**config.mk**
```make
export PLATFORM = sky130hd
export DESIGN_NAME = csh_front_flat
export DESIGN_NICKNAME = d
export VERILOG_FILES = /design/src/rtl/csh_pkg.sv /design/src/rtl/csh_if.sv /design/src/rtl/csh_front.sv /design/src/flat_wrapper.sv
export SDC_FILE = /design/constraint.sdc
export NUM_CORES = 1
export LEC_CHECK = 0
export BUFFER_PORTS_ARGS = -buffer_cell sky130_fd_sc_hd__buf_2
export CORE_MARGIN = 3
export CORE_UTILIZATION = 40
export DETAILED_ROUTE_END_ITERATION = 6
export SETUP_SLACK_MARGIN = 0.5
export SYNTH_ARGS = -nofsm -noshare
export SYNTH_HDL_FRONTEND = slang
export SYNTH_SLANG_ARGS = --single-unit
```
**constraint.sdc**
```tcl
create_clock -name clock -period 6 [get_ports clock]
set_input_delay 0.9 -clock clock [delete_from_list [all_inputs] [get_ports clock]]
set_output_delay 0.9 -clock clock [all_outputs]
set_load 0.005 [all_outputs]
```
**src/rtl/csh_pkg.sv**
```systemverilog
// Shared types, constants and codes for the contrast stretch histogram block.
`default_nettype none
package csh_pkg;
   localparam int BinsDefault      = 256;
   localparam int CountBitsDefault = 23;
   localparam int PctMax           = 25600;
   localparam int PctBits          = 15;
   localparam int AddrBits         = 3;

   typedef enum logic [1:0] {
      KIND_PIXEL = 2'd0,
      KIND_READ  = 2'd1,
      KIND_CLEAR = 2'd2,
      KIND_NONE  = 2'd3
   } kind_type;

   localparam logic [AddrBits-1:0] RegLowAddr  = 3'd0;
   localparam logic [AddrBits-1:0] RegHighAddr = 3'd4;

   // Classified command passed from the front part to the back part.
   typedef struct packed {
      kind_type   kind;
      logic [7:0] value;
      logic [7:0] index;
   } cmd_type;

   typedef enum logic [2:0] {
      ST_IDLE,
      ST_READ,
      ST_DIVIDE,
      ST_DONE
   } back_state_type;
endpackage
`default_nettype wire

```
**src/rtl/csh_if.sv**
```systemverilog
// Valid/ready channel interfaces for the request and response words.
`default_nettype none
interface csh_req_if;
   logic       valid;
   logic       ready;
   logic [1:0] kind;
   logic [7:0] pixel;
   logic [7:0] bin_index;
   modport source (output valid, kind, pixel, bin_index, input ready);
   modport sink (input valid, kind, pixel, bin_index, output ready);
endinterface

`default_nettype wire

```
**src/rtl/csh_front.sv**
```systemverilog
// Front part: stretches pixels through a serial divider and holds each command in an output register.
`default_nettype none
module csh_front
   import csh_pkg::*;
(
   input  wire logic       clock,
   input  wire logic       reset,
   input  wire logic [7:0] low,
   input  wire logic [7:0] high,
   csh_req_if.sink         req,
   output cmd_type         cmd_data,
   output logic            cmd_valid,
   input  wire logic       cmd_ready
);
   // Long division of 255*(p-low) by (high-low), one quotient bit a cycle.
   logic        busy_ff, busy_in;
   logic [3:0]  step_ff, step_in;
   logic [15:0] rem_ff, rem_in;
   logic [7:0]  den_ff, den_in;
   logic [7:0]  quo_ff, quo_in;
   cmd_type     hold_ff, hold_in;
   logic        out_valid_ff, out_valid_in;
   cmd_type     out_ff, out_in;
   logic [16:0] trial;
   logic [7:0]  diff;
   logic        accept;

   assign req.ready = !busy_ff && !out_valid_ff;
   assign accept    = req.valid && req.ready;
   assign diff      = req.pixel - low;
   assign trial     = {1'b0, rem_ff} - ({9'd0, den_ff} << step_ff[2:0]);

   always_comb begin
      busy_in      = busy_ff;
      step_in      = step_ff;
      rem_in       = rem_ff;
      den_in       = den_ff;
      quo_in       = quo_ff;
      hold_in      = hold_ff;
      out_valid_in = out_valid_ff && !cmd_ready;
      out_in       = out_ff;
      if (accept) begin
         hold_in.kind  = kind_type'(req.kind);
         hold_in.index = req.bin_index;
         hold_in.value = 8'd0;
         if (kind_type'(req.kind) == KIND_PIXEL && high > low && req.pixel > low &&
             req.pixel < high) begin
            busy_in = 1'b1;
            step_in = 4'd7;
            rem_in  = ({8'd0, diff} << 8) - {8'd0, diff};
            den_in  = high - low;
            quo_in  = 8'd0;
         end else begin
            if (kind_type'(req.kind) == KIND_PIXEL && high > low && req.pixel >= high) begin
               hold_in.value = 8'd255;
            end
            out_valid_in = 1'b1;
            out_in       = hold_in;
         end
      end else if (busy_ff) begin
         quo_in = {quo_ff[6:0], !trial[16]};
         if (!trial[16]) begin
            rem_in = trial[15:0];
         end
         if (step_ff == 4'd0) begin
            busy_in       = 1'b0;
            out_valid_in  = 1'b1;
            out_in        = hold_ff;
            out_in.value  = quo_in;
         end else begin
            step_in = step_ff - 4'd1;
         end
      end
   end

   always_ff @(posedge clock) begin
      if (reset) begin
         busy_ff      <= 1'b0;
         out_valid_ff <= 1'b0;
      end else begin
         busy_ff      <= busy_in;
         out_valid_ff <= out_valid_in;
      end
      step_ff <= step_in;
      rem_ff  <= rem_in;
      den_ff  <= den_in;
      quo_ff  <= quo_in;
      hold_ff <= hold_in;
      out_ff  <= out_in;
   end

   assign cmd_valid = out_valid_ff;
   assign cmd_data  = out_ff;
endmodule
`default_nettype wire

```
**src/flat_wrapper.sv**
```systemverilog
// flat-port wrapper written by rule: the top's interface ports become plain ports
module csh_front_flat import csh_pkg::*;
  (clock, reset, low, high, cmd_data, cmd_valid, cmd_ready, req_valid, req_kind, req_pixel, req_bin_index, req_ready);
  csh_req_if req_i ();
  input  wire logic clock;
  input  wire logic reset;
  input  wire logic [7:0] low;
  input  wire logic [7:0] high;
  output cmd_type cmd_data;
  output logic cmd_valid;
  input  wire logic cmd_ready;
  input wire logic [$bits(req_i.valid)-1:0] req_valid;
  input wire logic [$bits(req_i.kind)-1:0] req_kind;
  input wire logic [$bits(req_i.pixel)-1:0] req_pixel;
  input wire logic [$bits(req_i.bin_index)-1:0] req_bin_index;
  output wire logic [$bits(req_i.ready)-1:0] req_ready;
  assign req_i.valid = req_valid;
  assign req_i.kind = req_kind;
  assign req_i.pixel = req_pixel;
  assign req_i.bin_index = req_bin_index;
  assign req_ready = req_i.ready;
  csh_front u_core (.clock(clock), .reset(reset), .low(low), .high(high), .req(req_i), .cmd_data(cmd_data), .cmd_valid(cmd_valid), .cmd_ready(cmd_ready));
endmodule
```
Word-level counts from Yosys, hierarchy flattened
Cells that the tools add are included.
Cells by class
  $add $sub $neg: 5
  magnitude comparators: 4
  eq/ne operators: 4
  shifts and indexed selects: 1
  mux-type cells: 24
  reductions and logical operators: 20
Operator list (count)
  two-way mux 18 bit: 4
  two-way mux 16 bit: 4
  two-way mux 7 bit: 3
  << shifter 8 x 3 -> 17 bit: 1
  subtractor 16 x 17 -> 17 bit: 1
  greater-than comparator 8 bit: 2
  two-way mux 4 bit: 4
  subtractor 16 x 8 -> 16 bit: 1
  subtractor 8 bit: 2
  AND reduction 3 bit: 3
  greater-or-equal comparator 8 bit: 1
  less-than comparator 8 bit: 1
  two-way mux 1 bit: 8
  two-way mux 8 bit: 1
  logical AND 1 bit: 7
  != test 2 bit (second input constant): 3
  logical NOT 1 bit: 4
  logical NOT 4 bit: 1
  AND reduction 2 bit: 2
  nonzero test 2 bit: 2
  subtractor 4 x 1 -> 4 bit (second input constant): 1
  logical NOT 2 bit: 1
  != test 2 x 1 -> 1 bit (second input constant): 1
Storage, ports and cells
  flip-flop bits (word level): 65
  input bits: 38
  word-level logic and storage cells: 69

Depth between registers and ports, before layout
  depth in word-level cells: 6
  depth in mapped cells: 13
  mapped depth without buffers: 12

Least setup slack after synthesis
OpenSTA, ideal clock, no wires.
  path type: reg2reg
  from: register u_core.step_ff[0]
  to: register u_core.rem_ff[0], enable pin
  setup time: 0.411 ns
  arrival time: 4.073 ns
  slack: 1.515 ns
  cell stages (with the launch flop): 13
  path buffers: 2
  period minus slack after synthesis: 4.485 ns
  path through: edfxtp_1 clkbuf_1 buf_1 nor4b_1 ha_1 fa_1 nand2b_1 nor3b_1 o31ai_1 a41oi_1 a31oi_1 a211oi_1 o21ai_0
Between the ends
  cells in the longest elaborated chain, start to end: 4
Ends and longest elaborated chain
  start, declared: line csh_front.sv:17  | logic [3:0] step_ff, step_in;
  start signal, assigned: line csh_front.sv:84  | step_ff <= step_in;
  << shifter 8 x 3 -> 17 bit: line csh_front.sv:31  | assign trial = {1'b0, rem_ff} - ({9'd0, den_ff} << step_ff[2:0]);
  subtractor 16 x 17 -> 17 bit: line csh_front.sv:31
  != test 2 bit (no source line)
  AND reduction 3 bit (no source line)
  end signal, assigned: line csh_front.sv:85  | rem_ff <= rem_in;
  end, declared: line csh_front.sv:18  | logic [15:0] rem_ff, rem_in;
No other way between the ends.
A chain may end at the register's enable or synchronous reset.

Worst setup path in the final report
  from: register u_core.step_ff[0]
  to: register u_core.rem_ff[8], enable pin
The elaborated chain is that of the path after synthesis.

==> reports/results.tsv <==
metric	value	unit
gr-usage-all-layers	0.177	
cts.sinks	65	
yosys-top-cells-area	edfxtp_1 41%, ha_1 11%, nand2_1 5.9%	
arrival	4060	ps
coreArea	11000	um2
worstRegToRegCells	11	
leakage	2.30	nW
synth_cell_types	59	
syn_to_final_growth	16.6	%
cts_max_path_buffers	2	
first_pass_iters	5	
crit_path_start_kind	flip-flop	
dieArea	12700	um2
gp_congestion	0.876	
clock-skew-final	8.55	ps
worst_slew_pin_slew	1130	ps
worst-r2r-setup-slack	1950	ps
status	finished clean	
initial_core_util	0.415	
io_pins	58	
synth_area_leader_cell	edfxtp_1	
ir_drop	0.136	mV
overflow	0	
insertion_delay	330	ps
htree_levels	3	
cts_tree	built	
rsz0062_at_grt	no	
synth-seq-cells	65	
die_w	113	um
cp-end-kind	flip-flop	
clkPwrFrac	0.428	
r2r_start	u_core.step_ff[0]	
fin_crit_sh	0.674	
synth-main-ff-cell	edfxtp_1	
drc	0	
grt_pass1_vias	3605	
clk_pin_slew	60	ps
cp_max_fo	16	
power_density	252	nW/um2
nNetsFinal	603	
antenna_found_initial	0	
power_switching	341	uW
required	6020	ps
vias	3615	
hold_viol	0	
final_layout_size_suffix_gt1_frac	0.175	
r2r-end	u_core.rem_ff[8]	
diodes	0	
ys_async_sr_fraction	0	
core.rowCount	38	
grt_pass1_wl	17900	um
synth_top_area_frac	0.415	
cts_setup_buffers	0	
postCtsResizedCells	0	
netlist_instances	465	
ctsHoldBuffers	0	
critPathKind	flip-flop to flip-flop	
p_total	1.34	mW
wl	10800	um
vias_per_cell	5.43	
place_hpwl	8280	um
syn_area	4560	um2
die_h	113	um
switching_share	0.255	
drt_iter0_drc	257	
startpoint	u_core.step_ff[0]	
final-max-slew-violation-count	0	
ys_warn_count	0	
ys_seq_area_frac	0.424	
min_path_type	flip-flop to flip-flop	
p_int	999	uW
cts_made_buffers	9	
pwr-share-seq	0.398	
power_frac_comb	0.174	
cts_root_buf	clkbuf_16	
drtAntennaViolNets	0	
drv_cap	0	
avgSynthCellArea	9.81	um2
crit_end	u_core.rem_ff[8]	
port_buffers	57	
min_period	4050	ps
synth_nets	547	
fin_tns_setup	0	ps
slew_headroom	0.243	
grt_max_degree	40	
synth-edff-count	63	
wl_per_cell	16.2	um
clock.fmax	247	MHz
setup_viol_count_final	0	
[sequential cells by signal (all words and copies together), names as in the netlist]
| register | cells |
|---|---|
| u_core.hold_ff | 10 |
| u_core.busy_ff | 1 |
| u_core.rem_ff | 16 |
| u_core.step_ff | 4 |
| u_core.cmd_valid | 1 |
| u_core.quo_ff | 7 |
| u_core.den_ff | 8 |
| u_core.cmd_data | 18 |
[layer usage]
layer / global-route usage / part of all wire / wire (um)
met5: 0 / 0 / 0
met4: 0.0505 / 0.013 / 141
met2: 0.279 / 0.47 / 5090
met1: 0.250 / 0.46 / 4930
met3: 0.0316 / 0.057 / 616
[per-stage QoR]
step	hold slack (ps)	cell area, um2	std cells	util	setup slack (ps)
CTS	523	5320	666	0.484	1940
global placement	501	4990	650	0.454	2190
finish	520	5320	666	0.484	1950
global route	543	5320	666	0.484	1630
floorplan	465	4560	465	-	1520
detailed placement	506	4990	650	0.454	1970
[critical path, cell delays in order, from the launching register on]
cell	delay, ps
edfxtp_1	700
mux4_2	590
nor2b_1	140
a41oi_1	220
ha_1	230
nand2_1	80
o31ai_1	560
a41oi_1	300
a31oi_1	310
a211oi_1	180
o21ai_1	150
buf_4	260
[cells by family after synthesis]
logic type | Yosys count | synth area share
buf+inv | 53 | 0.0436
xor+xnor | 28 | 0.0538
mux | 15 | 0.0428
flops | 65 | 0.424
simple gates | 161 | 0.167
fa+ha+maj | 44 | 0.126
compound gates | 99 | 0.143
[cells in the final DEF, fill, tap and decap left out, types with 10 or more instances in the layout]
master,instances
buf_2,57
nand2_1,72
xor2_1,14
nor2_1,26
nor2b_1,10
xnor2_1,14
o21ai_0,20
edfxtp_1,63
nand3_1,10
inv_1,39
a21oi_1,30
ha_1,41
[synth_stat cells (6+ instances only)]
master / instances
xor2_1: 14
xnor2_1: 14
a21oi_1: 30
mux2i_1: 9
o21ai_0: 21
a211oi_1: 8
inv_1: 39
nand2_1: 72
nor2_1: 26
nand3_1: 10
nand4_1: 6
ha_1: 41
nand2b_1: 9
clkbuf_1: 12
edfxtp_1: 63
nor2b_1: 10
nor3_1: 6
[layout make-up]
| type | instances | area (um2) |
|---|---|---|
| clock buffer | 10 | 239 |
| clock inverter | 6 | 90.1 |
| fill | 1037 | 5670 |
| inverter | 39 | 146 |
| multi-input combinational | 347 | 2430 |
| sequential | 65 | 1930 |
| tap | 140 | 175 |
| timing repair buffer | 59 | 300 |
[power by group through the flow]
stage / Clock, mW / Sequential (mW) / Combinational [mW]
finish: 0.574 / 0.534 / 0.233
CTS: 0.584 / 0.534 / 0.235
floorplan: 0 / 0.543 / 0.159
global placement: 0 / 0.543 / 0.229
detailed placement: 0 / 0.544 / 0.233
global route: 0.606 / 0.536 / 0.264
[worst min path at each step]
stage | startpoint | slack, ps | depth (start not counted) | to
floorplan | u_core.busy_ff | 470 | 2 | u_core.busy_ff
global placement | u_core.hold_ff[3] | 500 | 2 | u_core.cmd_data[3]
detailed placement | u_core.hold_ff[17] | 510 | 2 | u_core.cmd_data[17]
CTS | u_core.hold_ff[17] | 520 | 2 | u_core.cmd_data[17]
global route | u_core.quo_ff[4] | 540 | 2 | u_core.quo_ff[5]
finish | u_core.hold_ff[16] | 520 | 2 | u_core.cmd_data[16]
Power figures use the tool's default switching activity.
