**src/rtl/csh_pkg.sv**
```systemverilog
// Shared types, constants and codes for the contrast stretch histogram block.
`default_nettype none
package csh_pkg;
   localparam int BinsDefault      = 256;
   localparam int CountBitsDefault = 23;
   localparam int PctMax           = 25600;
   localparam int PctBits          = 15;
   localparam int AddrBits         = 3;

   typedef enum logic [1:0] {
      KIND_PIXEL = 2'd0,
      KIND_READ  = 2'd1,
      KIND_CLEAR = 2'd2,
      KIND_NONE  = 2'd3
   } kind_type;

   localparam logic [AddrBits-1:0] RegLowAddr  = 3'd0;
   localparam logic [AddrBits-1:0] RegHighAddr = 3'd4;

   // Classified command passed from the front part to the back part.
   typedef struct packed {
      kind_type   kind;
      logic [7:0] value;
      logic [7:0] index;
   } cmd_type;

   typedef enum logic [2:0] {
      ST_IDLE,
      ST_READ,
      ST_DIVIDE,
      ST_DONE
   } back_state_type;
endpackage
`default_nettype wire

```
**src/rtl/csh_queue.sv**
```systemverilog
// Two-entry queue between the front and back parts.
`default_nettype none
module csh_queue
   import csh_pkg::*;
(
   input  wire logic clock,
   input  wire logic reset,
   input  cmd_type   in_data,
   input  wire logic in_valid,
   output logic      in_ready,
   output cmd_type   out_data,
   output logic      out_valid,
   input  wire logic out_ready
);
   cmd_type    mem_ff [2];
   logic       wp_ff, wp_in, rp_ff, rp_in;
   logic [1:0] cnt_ff, cnt_in;
   logic       push, pop;

   assign in_ready  = cnt_ff != 2'd2;
   assign out_valid = cnt_ff != 2'd0;
   assign out_data  = mem_ff[rp_ff];
   assign push      = in_valid && in_ready;
   assign pop       = out_valid && out_ready;
   assign wp_in     = wp_ff ^ push;
   assign rp_in     = rp_ff ^ pop;
   assign cnt_in    = cnt_ff + {1'b0, push} - {1'b0, pop};

   always_ff @(posedge clock) begin
      if (reset) begin
         wp_ff  <= 1'b0;
         rp_ff  <= 1'b0;
         cnt_ff <= 2'd0;
      end else begin
         wp_ff  <= wp_in;
         rp_ff  <= rp_in;
         cnt_ff <= cnt_in;
      end
      if (push) begin
         mem_ff[wp_ff] <= in_data;
      end
   end
endmodule
`default_nettype wire

```
**config.mk**
```make
export PLATFORM = sky130hd
export DESIGN_NAME = csh_queue
export DESIGN_NICKNAME = d
export VERILOG_FILES = /design/src/rtl/csh_pkg.sv /design/src/rtl/csh_queue.sv
export SDC_FILE = /design/constraint.sdc
export NUM_CORES = 1
export LEC_CHECK = 0
export BUFFER_PORTS_ARGS = -buffer_cell sky130_fd_sc_hd__buf_2
export CAP_MARGIN = 20
export CELL_PAD_IN_SITES_DETAIL_PLACEMENT = 2
export CELL_PAD_IN_SITES_GLOBAL_PLACEMENT = 2
export CORE_MARGIN = 1.5
export CORE_UTILIZATION = 36
export DETAILED_ROUTE_END_ITERATION = 8
export GPL_ROUTABILITY_DRIVEN = 1
export GPL_TIMING_DRIVEN = 0
export HOLD_SLACK_MARGIN = 0.05
export PLACE_DENSITY = 0.76
export SLEW_MARGIN = 20
export SYNTH_ARGS = -nofsm -noshare
export SYNTH_HDL_FRONTEND = slang
export SYNTH_SLANG_ARGS = --single-unit
```
**constraint.sdc**
```tcl
create_clock -name clock -period 2.15 [get_ports clock]
set_input_delay 0.3225 -clock clock [delete_from_list [all_inputs] [get_ports clock]]
set_output_delay 0.3225 -clock clock [all_outputs]
set_load 0.01 [all_outputs]
```
# --- Yosys cells after proc, flatten, opt, wreduce, memory -nomap -nowiden ---
# Memories as Yosys holds them, arrays and structs flattened. A register that Yosys moved wholly into a read port is not among the register bits.
# Cells that the tools add are included.
classes:
  add_sub_neg: 2
  eq_ne: 1
  n_mux: 3
  bitwise: 2
  n_reduce_logical: 3
op_table:
  columns: ["operator", "count"]
  rows:
  - ["1-bit 2-to-1 mux", 3]
  - ["2-bit by 1-bit adder with 2-bit output", 1]
  - ["1-bit logical AND", 2]
  - ["2-bit != test (second input constant)", 1]
  - ["2-bit nonzero test", 1]
  - ["2-bit by 1-bit subtractor with 2-bit output", 1]
  - ["1-bit bitwise XOR", 2]
word_totals:
  register_bits: 4
  ramBits: 36
  in_bits: 22
  elab_cells: 15
  n_memories: 1
mem_list:
  columns: ["memory", "depth", "width", "read_ports", "rd_ports_with_merged_regs", "wr", "line", "text"]
  rows:
  - ["mem_ff", 2, 18, 1, 1, 1, "csh_queue.sv:15", "cmd_type mem_ff [2];"]

# --- Logic depth before layout (Yosys ltp) ---
# Gate-level depths: netlist (run 1).
logic_depth:
  ltp_word: 4
  mapped_depth: 6

# --- Worst setup path before layout (run 1) ---
# OpenSTA, ideal clock, no wires.
synth_timing:
  kind: "flip-flop to flip-flop"
  from: "reg cnt_ff[0]"
  to: "mem mem_ff[0][0] (netlist bit) (enable)"
  setup_ps: 376
  arrival_time_ps: 1248
  required_ps: 1774
  setup_slack_ps: 526
  path_stages_with_launch: 4
  n_path_buf: 0
  period_less_slack_ps: 1624
  cell_sequence: "dfxtp_1 > nand2b_1 > and2_1 > ha_1"
synth_between:
  elab_chain_cells: 4
synth_lines:
  columns: ["element", "line", "text"]
  rows:
  - ["start, declared", "csh_queue.sv:17", "logic [1:0] cnt_ff, cnt_in;"]
  - ["start signal, assigned", "csh_queue.sv:37", "cnt_ff <= cnt_in;"]
  - ["2-bit != test", "csh_queue.sv:20", "assign in_ready = cnt_ff != 2'd2;"]
  - ["via in_ready", "csh_queue.sv:10", "output logic in_ready,"]
  - ["1-bit logical AND", "csh_queue.sv:23", "assign push = in_valid && in_ready;"]
  - ["1-bit 2-to-1 mux", "csh_queue.sv:39", "if (push) begin"]
  - ["1-bit 2-to-1 mux (not written as such)", "csh_queue.sv:40", "mem_ff[wp_ff] <= in_data;"]
  - ["end, declared", "csh_queue.sv:15", null]
# The timed path passes the listed nets, and every way through them passes these cells.

==> results of run 1 <==
cell families after synthesis:
logic type,Yosys count
AOI/OAI and AO/OA,5
and+or+nand+nor,13
muxes,19
buffers and inverters,3
adders and majority gates,2
xor gates and xnor gates,1
DFF,40
worst max path at each step:
| stage | slack (ns) | start | cells past startpoint | endpoint |
|---|---|---|---|---|
| after floorplan | 0.53 | cnt_ff[0]$_SDFF_PP0_ | 3 | mem_ff[0][0]$_DFFE_PP_ |
| after global placement | 0.31 | cnt_ff[0]$_SDFF_PP0_ | 3 | mem_ff[0][14]$_DFFE_PP_ |
| after detailed placement | 0.24 | cnt_ff[0]$_SDFF_PP0_ | 3 | mem_ff[0][14]$_DFFE_PP_ |
| after CTS | 0.20 | rp_ff$_SDFF_PP0_ | 4 | out_data[9] |
| after global routing | 0.1 | cnt_ff[0]$_SDFF_PP0_ | 3 | mem_ff[0][16]$_DFFE_PP_ |
| final | 0.23 | rp_ff$_SDFF_PP0_ | 4 | out_data[9] |
layout make-up:
class / count / area share [%]
flip-flops and latches: 40 / 61.7
multi-input cells: 40 / 18.8
repair buffers: 41 / 10.9
clock buffers: 5 / 3.66
well taps: 50 / 3.33
clock inverters: 3 / 0.732
plain buffers: 2 / 0.665
inverters: 1 / 0.200
state kept, by name, summed over array words and instances (netlist names):
register  flops
rp_ff         1
mem_ff       36
cnt_ff        2
wp_ff         1
worst reg2reg max path, stage by stage, from the launching register on:
cell	delay, ns
dfxtp_1	0.47
nand2b_1	0.20
and2_1	0.16
ha_1	0.71
stage by stage:
stage | setup slack, ns | instances | util, % | cell area [µm²] | hold slack, ns
after detailed placement | 0.235 | 174 | 44.6 | 1800 | 0.517
after global placement | 0.307 | 174 | 44.6 | 1800 | 0.509
after floorplan | 0.526 | 83 | - | 1530 | 0.389
after CTS | 0.198 | 182 | 46.7 | 1880 | 0.205
after global routing | 0.0998 | 182 | 46.7 | 1880 | 0.197
final | 0.235 | 182 | 46.7 | 1880 | 0.216
layout by cell type, fill, tap and decap left out, types with 2 or more instances in the layout:
master    count
ha_1          2
clkbuf_8      5
dfxtp_1       4
clkinv_2      2
nor2_1        5
nor2b_1       2
edfxtp_1     36
buf_2        42
o21ai_0       2
mux2_2       18
power by group through the flow:
stage                     Sequential [µW]  Combinational [µW]  Clock [µW]
after CTS                            1010                 499         493
after detailed placement             1030                 493           0
after floorplan                      1010                 314           0
after global placement               1010                 469           0
after global routing                 1020                 537         531
final                                1010                 485         474
routing by layer:
layer / wire (µm) / part of all wire, % / GRT usage, %
met1: 1170 / 38 / 15.6
met2: 1720 / 55 / 28.0
met3: 182 / 5.8 / 5.43
met4: 41 / 1.3 / 7.50
met5: 0 / 0 / 0
==> metrics.yaml, run 1 <==
yosys:
  yosysTopAreaCellShare_pct: 70.6
  syn_nets: 107
  syn_area_um2: 1530
  synth-main-ff-cell: "edfxtp_1"
  synth.top_cells.by_area: "edfxtp_1 (71%), mux2_2 (13%), dfxtp_1 (5.2%)"
  yosysTopAreaCell: "edfxtp_1"
  synth-compound-area-share_pct: 2.37
  synth_top_family_by_area: "multiplexers"
  yosysMostFrequentCell: "edfxtp_1"
  synth_xor_xnor_area_share_pct: 0.572
  synthMuxAreaShare_pct: 14.0
  yosysWarnings: 0
  synth_edf_count: 36
  yosys.area_share.adder_pct: 1.64
  ys_seq_elements: 40
  synthDistinctLibCells: 21
  ys_async_sr_fraction_pct: 0
  synthCells: 83
  synth.yosys.seq_area_share_pct: 75.9
  avgSynthCellArea_um2: 18.4
  synth_common_cells: "edfxtp_1 (36), mux2_2 (18), nor2_1 (5)"
  synth_simple_gate_area_share_pct: 4.50
sta:
  relSlewSlack_pct: 39.4
  fin_skew_ns: 0.00418
  fmax_mhz: 522
  final-hold-violation-count: 0
  tns_ns: 0
  tightest_slew_ns: 0.909
  maxSlewViolCount: 0
  setup_viol: 0
  rsz0062_at_grt: "no"
  fin_crit_ns: 1.92
  period_share_pct: 89.1
setup_path:
  r2r_cells: 3
  cpMaxStageDelayCell: "mux2_2"
  startpoint_type: "flop"
  critPathMaxStageDelay_ns: 0.36
  cp_cell_sequence: "buf_2 > buf_4 > mux2_2 > buf_2"
  crit_type: "flop to primary output"
  crit_family: "buffers and inverters"
  cp_max_fo: 10
  r2r_end: "mem_ff[0][16]$_DFFE_PP_"
  crit_buf_inv: 3
  path_common_cell: "buf_2"
  rrSetupSlack_ns: 0.24
  arrival_ns: 1.59
  r2r-start: "cnt_ff[0]$_SDFF_PP0_"
  critPathCaptureType: "primary output"
  cp.required_ns: 1.83
power_and_ir_drop:
  p_leak_uw: 0.000729
  peakVddDrop_mv: 0.483
  seq_power_share_pct: 51.3
  p_total_uw: 1970
  p_int_uw: 1420
  switching_share_pct: 27.9
  p_switching_uw: 548
  clkPwrFrac_pct: 24.1
  pwr-share-comb_pct: 24.6
  power_density_nw_per_um2: 1050
cts:
  post_cts_resized: 0
  cts_hold_buf: 0
  cts_sinks: 40
  insertion_delay_ns: 0.29
  ctsHtreeMaxLevel: 2
  cts_buffers: 5
  cts_tree: "yes"
  cts_setup_buffers: 0
  cts_buffer_depth: 2
  root_buffer: "clkbuf_8"
  clk_pin_slew_ns: 0.08
drt:
  drc_errors: 0
  routed_via_density: 4.87
  detail-route-antenna-nets: 0
  wire_per_inst_um: 17.1
  dr.pass1.iters: 4
  route.vias.total: 886
  drt-total-wl_mm: 3.11
  drtIter0Drc: 52
grt:
  grt_pass1_vias: 941
  grt_first_pass_wirelength_mm: 4.79
  grt_max_degree: 19
  grt-ovfl-total: 0
  antenna_found_initial: 0
  grtUsageTotal_pct: 15.5
placement:
  portBuffers: 41
  gp_congestion: 0.624
  dp_hpwl_mm: 2.19
worst_hold_path:
  hold_end: "mem_ff[1][6]$_DFFE_PP_"
  holdPathStages: 1
  hold_path_class: "input pin to flop"
  hold_path.startpoint: "in_data[6]"
layout:
  drive_gt1_share_pct: 52.3
  diodes: 0
  fin_nets: 155
  layout-area-overhead-vs-synth_pct: 22.9
  nFillCells: 415
  multi_input_area_um2: 353
  seq_area_um2: 1160
floorplanning:
  num_rows: 23
  fp.coreArea_um2: 4030
  ioPinCount: 42
  start_util_pct: 38.0
  die_w_um: 68.2
  dieArea_um2: 4650
  die_y_um: 68.2
flow_run:
  max_cap_violations: 0
run_status:
  status: "complete, no violations"
Power figures use the tool's default switching activity.
==> run 2, diff against run 1 <==
--- a/config.mk
+++ b/config.mk
@@ -16,6 +16,7 @@
 export GPL_TIMING_DRIVEN = 0
 export HOLD_SLACK_MARGIN = 0.05
 export PLACE_DENSITY = 0.76
+export RECOVER_POWER = 50
 export SLEW_MARGIN = 20
 export SYNTH_ARGS = -nofsm -noshare
 export SYNTH_HDL_FRONTEND = slang
==> run 2 against run 1 <==
Critical path depth fell by 1. Non-clock buffer count did not move. Final area fell by 1.1%. Sequential cell count did not move. Combinational power fell by 2%. Count of clock-buffer cells in the layout did not move. Global-route usage did not move. Highest routed layer unchanged.
==> metrics.yaml, run 2 (synthesis results as in run 1) <==
layout:
  diodes: 0  # unchanged
  largest_register_ffs: 36  # unchanged
  drive_gt1_share_pct: 40.2  # was 52.3%
  seq_area_um2: 1160  # unchanged
  final_cell_mix: "edfxtp_1 (36), buf_2 (26), mux2_2 (18)"  # was buf_2 (42), edfxtp_1 (36), mux2_2 (18)
  fin_nets: 155  # unchanged
  nFillCells: 421  # was 415
  reg_top3: "mem_ff: 36 flops, cnt_ff: 2 flops"  # unchanged
  mostFrequentLayoutCell: "edfxtp_1"  # was buf_2
  stdcell_area_um2: 1860  # was 1880 µm²
  multi_input_area_um2: 353  # unchanged
  layout-area-overhead-vs-synth_pct: 21.6  # was 22.9%
  largest_register: "mem_ff"  # unchanged
grt:
  grtUsageTotal_pct: 15.5  # unchanged
  antenna_found_initial: 0  # unchanged
  grt_first_pass_wirelength_mm: 4.79  # unchanged
  grt_max_degree: 19  # unchanged
  grt_pass1_vias: 941  # unchanged
  grt-ovfl-total: 0  # unchanged
power_and_ir_drop:
  power_density_nw_per_um2: 1050  # about the same
  p_leak_uw: 0.000685  # was 0.000729 µW
  peakVddDrop_mv: 0.483  # about the same
  p_total_uw: 1950  # was 1970 µW
floorplanning:
  fp.coreArea_um2: 4030  # unchanged
  start_util_pct: 38.0  # unchanged
  die_w_um: 68.2  # unchanged
  dieArea_um2: 4650  # unchanged
  num_rows: 23  # unchanged
  die_y_um: 68.2  # unchanged
  ioPinCount: 42  # unchanged
cts:
  cts_tree: "yes"  # unchanged
  post_cts_resized: 0  # unchanged
  cts_buffer_depth: 2  # unchanged
  clk_pin_slew_ns: 0.08  # about the same
  root_buffer: "clkbuf_8"  # unchanged
  insertion_delay_ns: 0.29  # about the same
  cts_hold_buf: 0  # unchanged
  ctsHtreeMaxLevel: 2  # unchanged
  cts_sinks: 40  # unchanged
  cts_setup_buffers: 0  # unchanged
  cts_buffers: 5  # unchanged
drt:
  drt-total-wl_mm: 3.12  # was 3.11 mm
  wire_per_inst_um: 17.1  # about the same
  dr.pass1.iters: 4  # unchanged
  drc_errors: 0  # unchanged
  detail-route-antenna-nets: 0  # unchanged
  routed_via_density: 4.88  # was 4.87
  drtIter0Drc: 49  # was 52
  route.vias.total: 888  # was 886
placement:
  gp_congestion: 0.624  # unchanged
  placed_cell_area_um2: 1800  # unchanged
  pre_cts_slack_ns: 0.235  # unchanged
  portBuffers: 41  # unchanged
  dp_hpwl_mm: 2.19  # unchanged
setup_path:
  cp_cell_sequence: "nand2b_1 > and2_0 > ha_1"  # was buf_2 > buf_4 > mux2_2 > buf_2
  crit_type: "flop to flop"  # was flop to primary output
  critPathMaxStageDelay_ns: 0.71  # was 0.36 ns
  cpMaxStageDelayCell: "ha_1"  # was mux2_2
  startpoint_type: "flop"  # unchanged
  arrival_ns: 1.85  # was 1.59 ns
  cp_max_fo: 18  # was 10
  crit_buf_inv: 0  # was 3
  cp.required_ns: 2.07  # was 1.83 ns
  crit_family: "adder cells"  # was buffers and inverters
  critPathCaptureType: "flop"  # was primary output
sta:
  relSlewSlack_pct: 39.3  # was 39.4%
  final-hold-violation-count: 0  # unchanged
  period_share_pct: 89.7  # was 89.1%
  rsz0062_at_grt: "no"  # unchanged
  fin_skew_ns: 0.00418  # about the same
  maxSlewViolCount: 0  # unchanged
  setup_ws_ns: 0.222  # was 0.235 ns
  fin_crit_ns: 1.93  # was 1.92 ns
  setup_viol: 0  # unchanged
  tns_ns: 0  # unchanged
  tightest_slew_ns: 0.910  # was 0.909 ns
  fmax_mhz: 519  # was 522 MHz
flow_run:
  max_cap_violations: 0  # unchanged
run_status:
  status: "complete, no violations"  # unchanged
worst_hold_path:
  hold_path_class: "input pin to flop"  # unchanged
==> run 2: changes by cell type in the layout (fill, tap and decap cells not counted) <==
cell | previous run | this run
clkbuf_1 | 0 | 16
and2_0 | 0 | 1
buf_2 | 42 | 26
and2_1 | 1 | 0
==> run 2: routing by layer <==
metal | part of all wire, % | GRT usage [%]
met5 | 0 | 0
met4 | 0.54 | 7.50
met3 | 5.8 | 5.43
met2 | 56 | 28.0
met1 | 38 | 15.6
==> run 2: cell type report <==
type / instances / share of cell area, %
sequential: 40 / 62.4
clock inverter: 3 / 0.740
inverter: 1 / 0.202
timing repair buffer: 41 / 9.95
buffer: 2 / 0.672
multi-input combinational: 40 / 19.0
tap: 50 / 3.36
clock buffer: 5 / 3.70
==> run 2: per-stage QoR <==
step	hold slack, ns	instances	utilization [%]
after floorplan	0.389	83	-
after global placement	0.509	174	44.6
after detailed placement	0.517	174	44.6
after CTS	0.205	182	46.7
after global routing	0.197	182	46.2
final	0.219	182	46.2
==> run 2: where the power goes <==
part           internal (µW)  switching [µW]  total, µW
Sequential               965            43.7       1010
Combinational            220             253        473
Clock                    220             252        472
==> run 2: path summary, 6_finish.rpt <==
check / start / depth (start not counted) / slack, ns / end
worst max-delay path: cnt_ff[0]$_SDFF_PP0_ / 3 / 0.22 / mem_ff[0][16]$_DFFE_PP_
worst max register to register: cnt_ff[0]$_SDFF_PP0_ / 3 / 0.22 / mem_ff[0][16]$_DFFE_PP_
worst min-delay path: in_data[6] / 1 / 0.22 / mem_ff[1][6]$_DFFE_PP_
worst min register to register: wp_ff$_SDFF_PP0_ / 3 / 0.59 / wp_ff$_SDFF_PP0_
==> run 3, diff against run 2 <==
--- a/config.mk
+++ b/config.mk
@@ -15,6 +15,7 @@
 export GPL_ROUTABILITY_DRIVEN = 1
 export GPL_TIMING_DRIVEN = 0
 export HOLD_SLACK_MARGIN = 0.05
+export MAX_ROUTING_LAYER = met4
 export PLACE_DENSITY = 0.76
 export RECOVER_POWER = 50
 export SLEW_MARGIN = 20
==> run 3 against run 2 <==
Fmax down 1.5%. Total power is 0.12% higher. Via count grew 0.45%. Sequential power about the same. Global-route usage grew 0.45 points. Critical path type unchanged. Largest cell class unchanged.
==> metrics.yaml, run 3 (synthesis results as in run 1) <==
flow_run:
  max_cap_violations: 0  # unchanged
cts:
  ctsHtreeMaxLevel: 2  # unchanged
  cts_tree: "yes"  # unchanged
  cts_buffers: 5  # unchanged
  cts_hold_buf: 0  # unchanged
  root_buffer: "clkbuf_8"  # unchanged
  clk_pin_slew_ns: 0.08  # about the same
  post_cts_resized: 0  # unchanged
  cts_buffer_depth: 2  # unchanged
  cts_setup_buffers: 0  # unchanged
  insertion_delay_ns: 0.29  # about the same
  cts_sinks: 40  # unchanged
floorplanning:
  num_rows: 23  # unchanged
  dieArea_um2: 4650  # unchanged
  start_util_pct: 38.0  # unchanged
  die_y_um: 68.2  # unchanged
  ioPinCount: 42  # unchanged
  fp.coreArea_um2: 4030  # unchanged
  die_w_um: 68.2  # unchanged
power_and_ir_drop:
  power_density_nw_per_um2: 1050  # about the same
  switching_share_pct: 28.2  # was 28.1%
  peakVddDrop_mv: 0.483  # about the same
  seq_power_share_pct: 51.6  # about the same
  p_switching_uw: 551  # was 548 µW
  pwr-share-comb_pct: 24.3  # was 24.2%
  p_int_uw: 1400  # about the same
  clkPwrFrac_pct: 24.2  # about the same
  p_leak_uw: 0.000685  # unchanged
worst_hold_path:
  hold_end: "mem_ff[1][6]$_DFFE_PP_"  # unchanged
  holdPathStages: 1  # unchanged
  hold_path_class: "input pin to flop"  # unchanged
  hold_path.startpoint: "in_data[6]"  # unchanged
setup_path:
  crit_family: "adder cells"  # unchanged
  r2r_end: "mem_ff[0][13]$_DFFE_PP_"  # was mem_ff[0][16]$_DFFE_PP_
  crit_type: "flop to flop"  # unchanged
  cp_cell_sequence: "nand2b_1 > and2_0 > ha_1"  # unchanged
  cp.required_ns: 2.07  # about the same
  critPathCaptureType: "flop"  # unchanged
  cpMaxStageDelayCell: "ha_1"  # unchanged
  crit_buf_inv: 0  # unchanged
  r2r_cells: 3  # unchanged
  critPathMaxStageDelay_ns: 0.74  # was 0.71 ns
  arrival_ns: 1.87  # was 1.85 ns
  startpoint_type: "flop"  # unchanged
  rrSetupSlack_ns: 0.19  # was 0.22 ns
  cp_max_fo: 18  # unchanged
  r2r-start: "cnt_ff[0]$_SDFF_PP0_"  # unchanged
run_status:
  status: "complete, no violations"  # unchanged
grt:
  grt-ovfl-total: 0  # unchanged
  grtUsageTotal_pct: 15.9  # was 15.5%
  grt_max_degree: 19  # unchanged
  antenna_found_initial: 0  # unchanged
  grt_pass1_vias: 938  # was 941
  grt_first_pass_wirelength_mm: 4.78  # was 4.79 mm
sta:
  setup_viol: 0  # unchanged
  relSlewSlack_pct: 39.5  # was 39.3%
  tns_ns: 0  # unchanged
  fin_skew_ns: 0.00368  # was 0.00418 ns
  final-hold-violation-count: 0  # unchanged
  rsz0062_at_grt: "no"  # unchanged
  fin_crit_ns: 1.96  # was 1.93 ns
  maxSlewViolCount: 0  # unchanged
  period_share_pct: 91.0  # was 89.7%
  tightest_slew_ns: 0.907  # was 0.910 ns
  timing.hold.ws_ns: 0.220  # was 0.219 ns
  fmax_mhz: 511  # was 519 MHz
layout:
  diodes: 0  # unchanged
  reg_top3: "mem_ff: 36 flops, cnt_ff: 2 flops"  # unchanged
  final_cell_mix: "edfxtp_1 (36), buf_2 (26), mux2_2 (18)"  # unchanged
  mostFrequentLayoutCell: "edfxtp_1"  # unchanged
  largest_register: "mem_ff"  # unchanged
  drive_gt1_share_pct: 40.2  # unchanged
  fin_nets: 155  # unchanged
  largest_register_ffs: 36  # unchanged
  layout-area-overhead-vs-synth_pct: 21.6  # unchanged
drt:
  routed_via_density: 4.90  # was 4.88
  wire_per_inst_um: 17.2  # was 17.1 µm
  drtIter0Drc: 60  # was 49
  detail-route-antenna-nets: 0  # unchanged
  drc_errors: 0  # unchanged
  drt-total-wl_mm: 3.14  # was 3.12 mm
  route.vias.total: 892  # was 888
  dr.pass1.iters: 4  # unchanged
placement:
  dp_hpwl_mm: 2.19  # unchanged
  portBuffers: 41  # unchanged
  gp_congestion: 0.629  # was 0.624
run 3: worst max-delay path by stage:
stage	start	to	cells past startpoint
floorplan	cnt_ff[0]$_SDFF_PP0_	mem_ff[0][0]$_DFFE_PP_	3
global placement	cnt_ff[0]$_SDFF_PP0_	mem_ff[0][14]$_DFFE_PP_	3
detailed placement	cnt_ff[0]$_SDFF_PP0_	mem_ff[0][14]$_DFFE_PP_	3
CTS	rp_ff$_SDFF_PP0_	out_data[9]	4
global route	cnt_ff[0]$_SDFF_PP0_	mem_ff[0][12]$_DFFE_PP_	3
finish	cnt_ff[0]$_SDFF_PP0_	mem_ff[0][13]$_DFFE_PP_	3
run 3: per-stage QoR:
stage	instances	setup slack, ns	total power [µW]	util (%)	instance area [µm²]
4_1_cts	182	0.198	2000	46.7	1880
6_report	182	0.193	1960	46.2	1860
3_3_place_gp	174	0.307	1480	44.6	1800
5_1_grt	182	0.0571	2070	46.2	1860
3_5_place_dp	174	0.235	1520	44.6	1800
2_1_floorplan	83	0.526	1320	-	1530
run 3: cell type report:
cell class,count,area [µm²]
Inverter,1,3.75
Multi-Input combinational cell,40,353
Tap cell,50,62.6
Sequential cell,40,1160
Buffer,2,12.5
Clock inverter,3,13.8
Fill cell,421,2170
Timing Repair Buffer,41,185
Clock buffer,5,68.8
run 3: per-layer routing:
layer / global-route usage, % / vias up / part of all wire [%] / routed length (µm)
met5: - / - / 0 / 0
met4: 7.50 / 0 / 0.54 / 17
met3: 5.43 / 2 / 5.8 / 181
met2: 27.2 / 32 / 55 / 1740
met1: 16.4 / 444 / 38 / 1200
li1: - / 414 / - / -
run 3: power by group through the flow:
stage	clock [µW]	sequential (µW)	combinational, µW
final	473	1010	474
after global routing	531	1020	525
after CTS	493	1010	499
after detailed placement	0	1030	493
after global placement	0	1010	469
after floorplan	0	1010	314
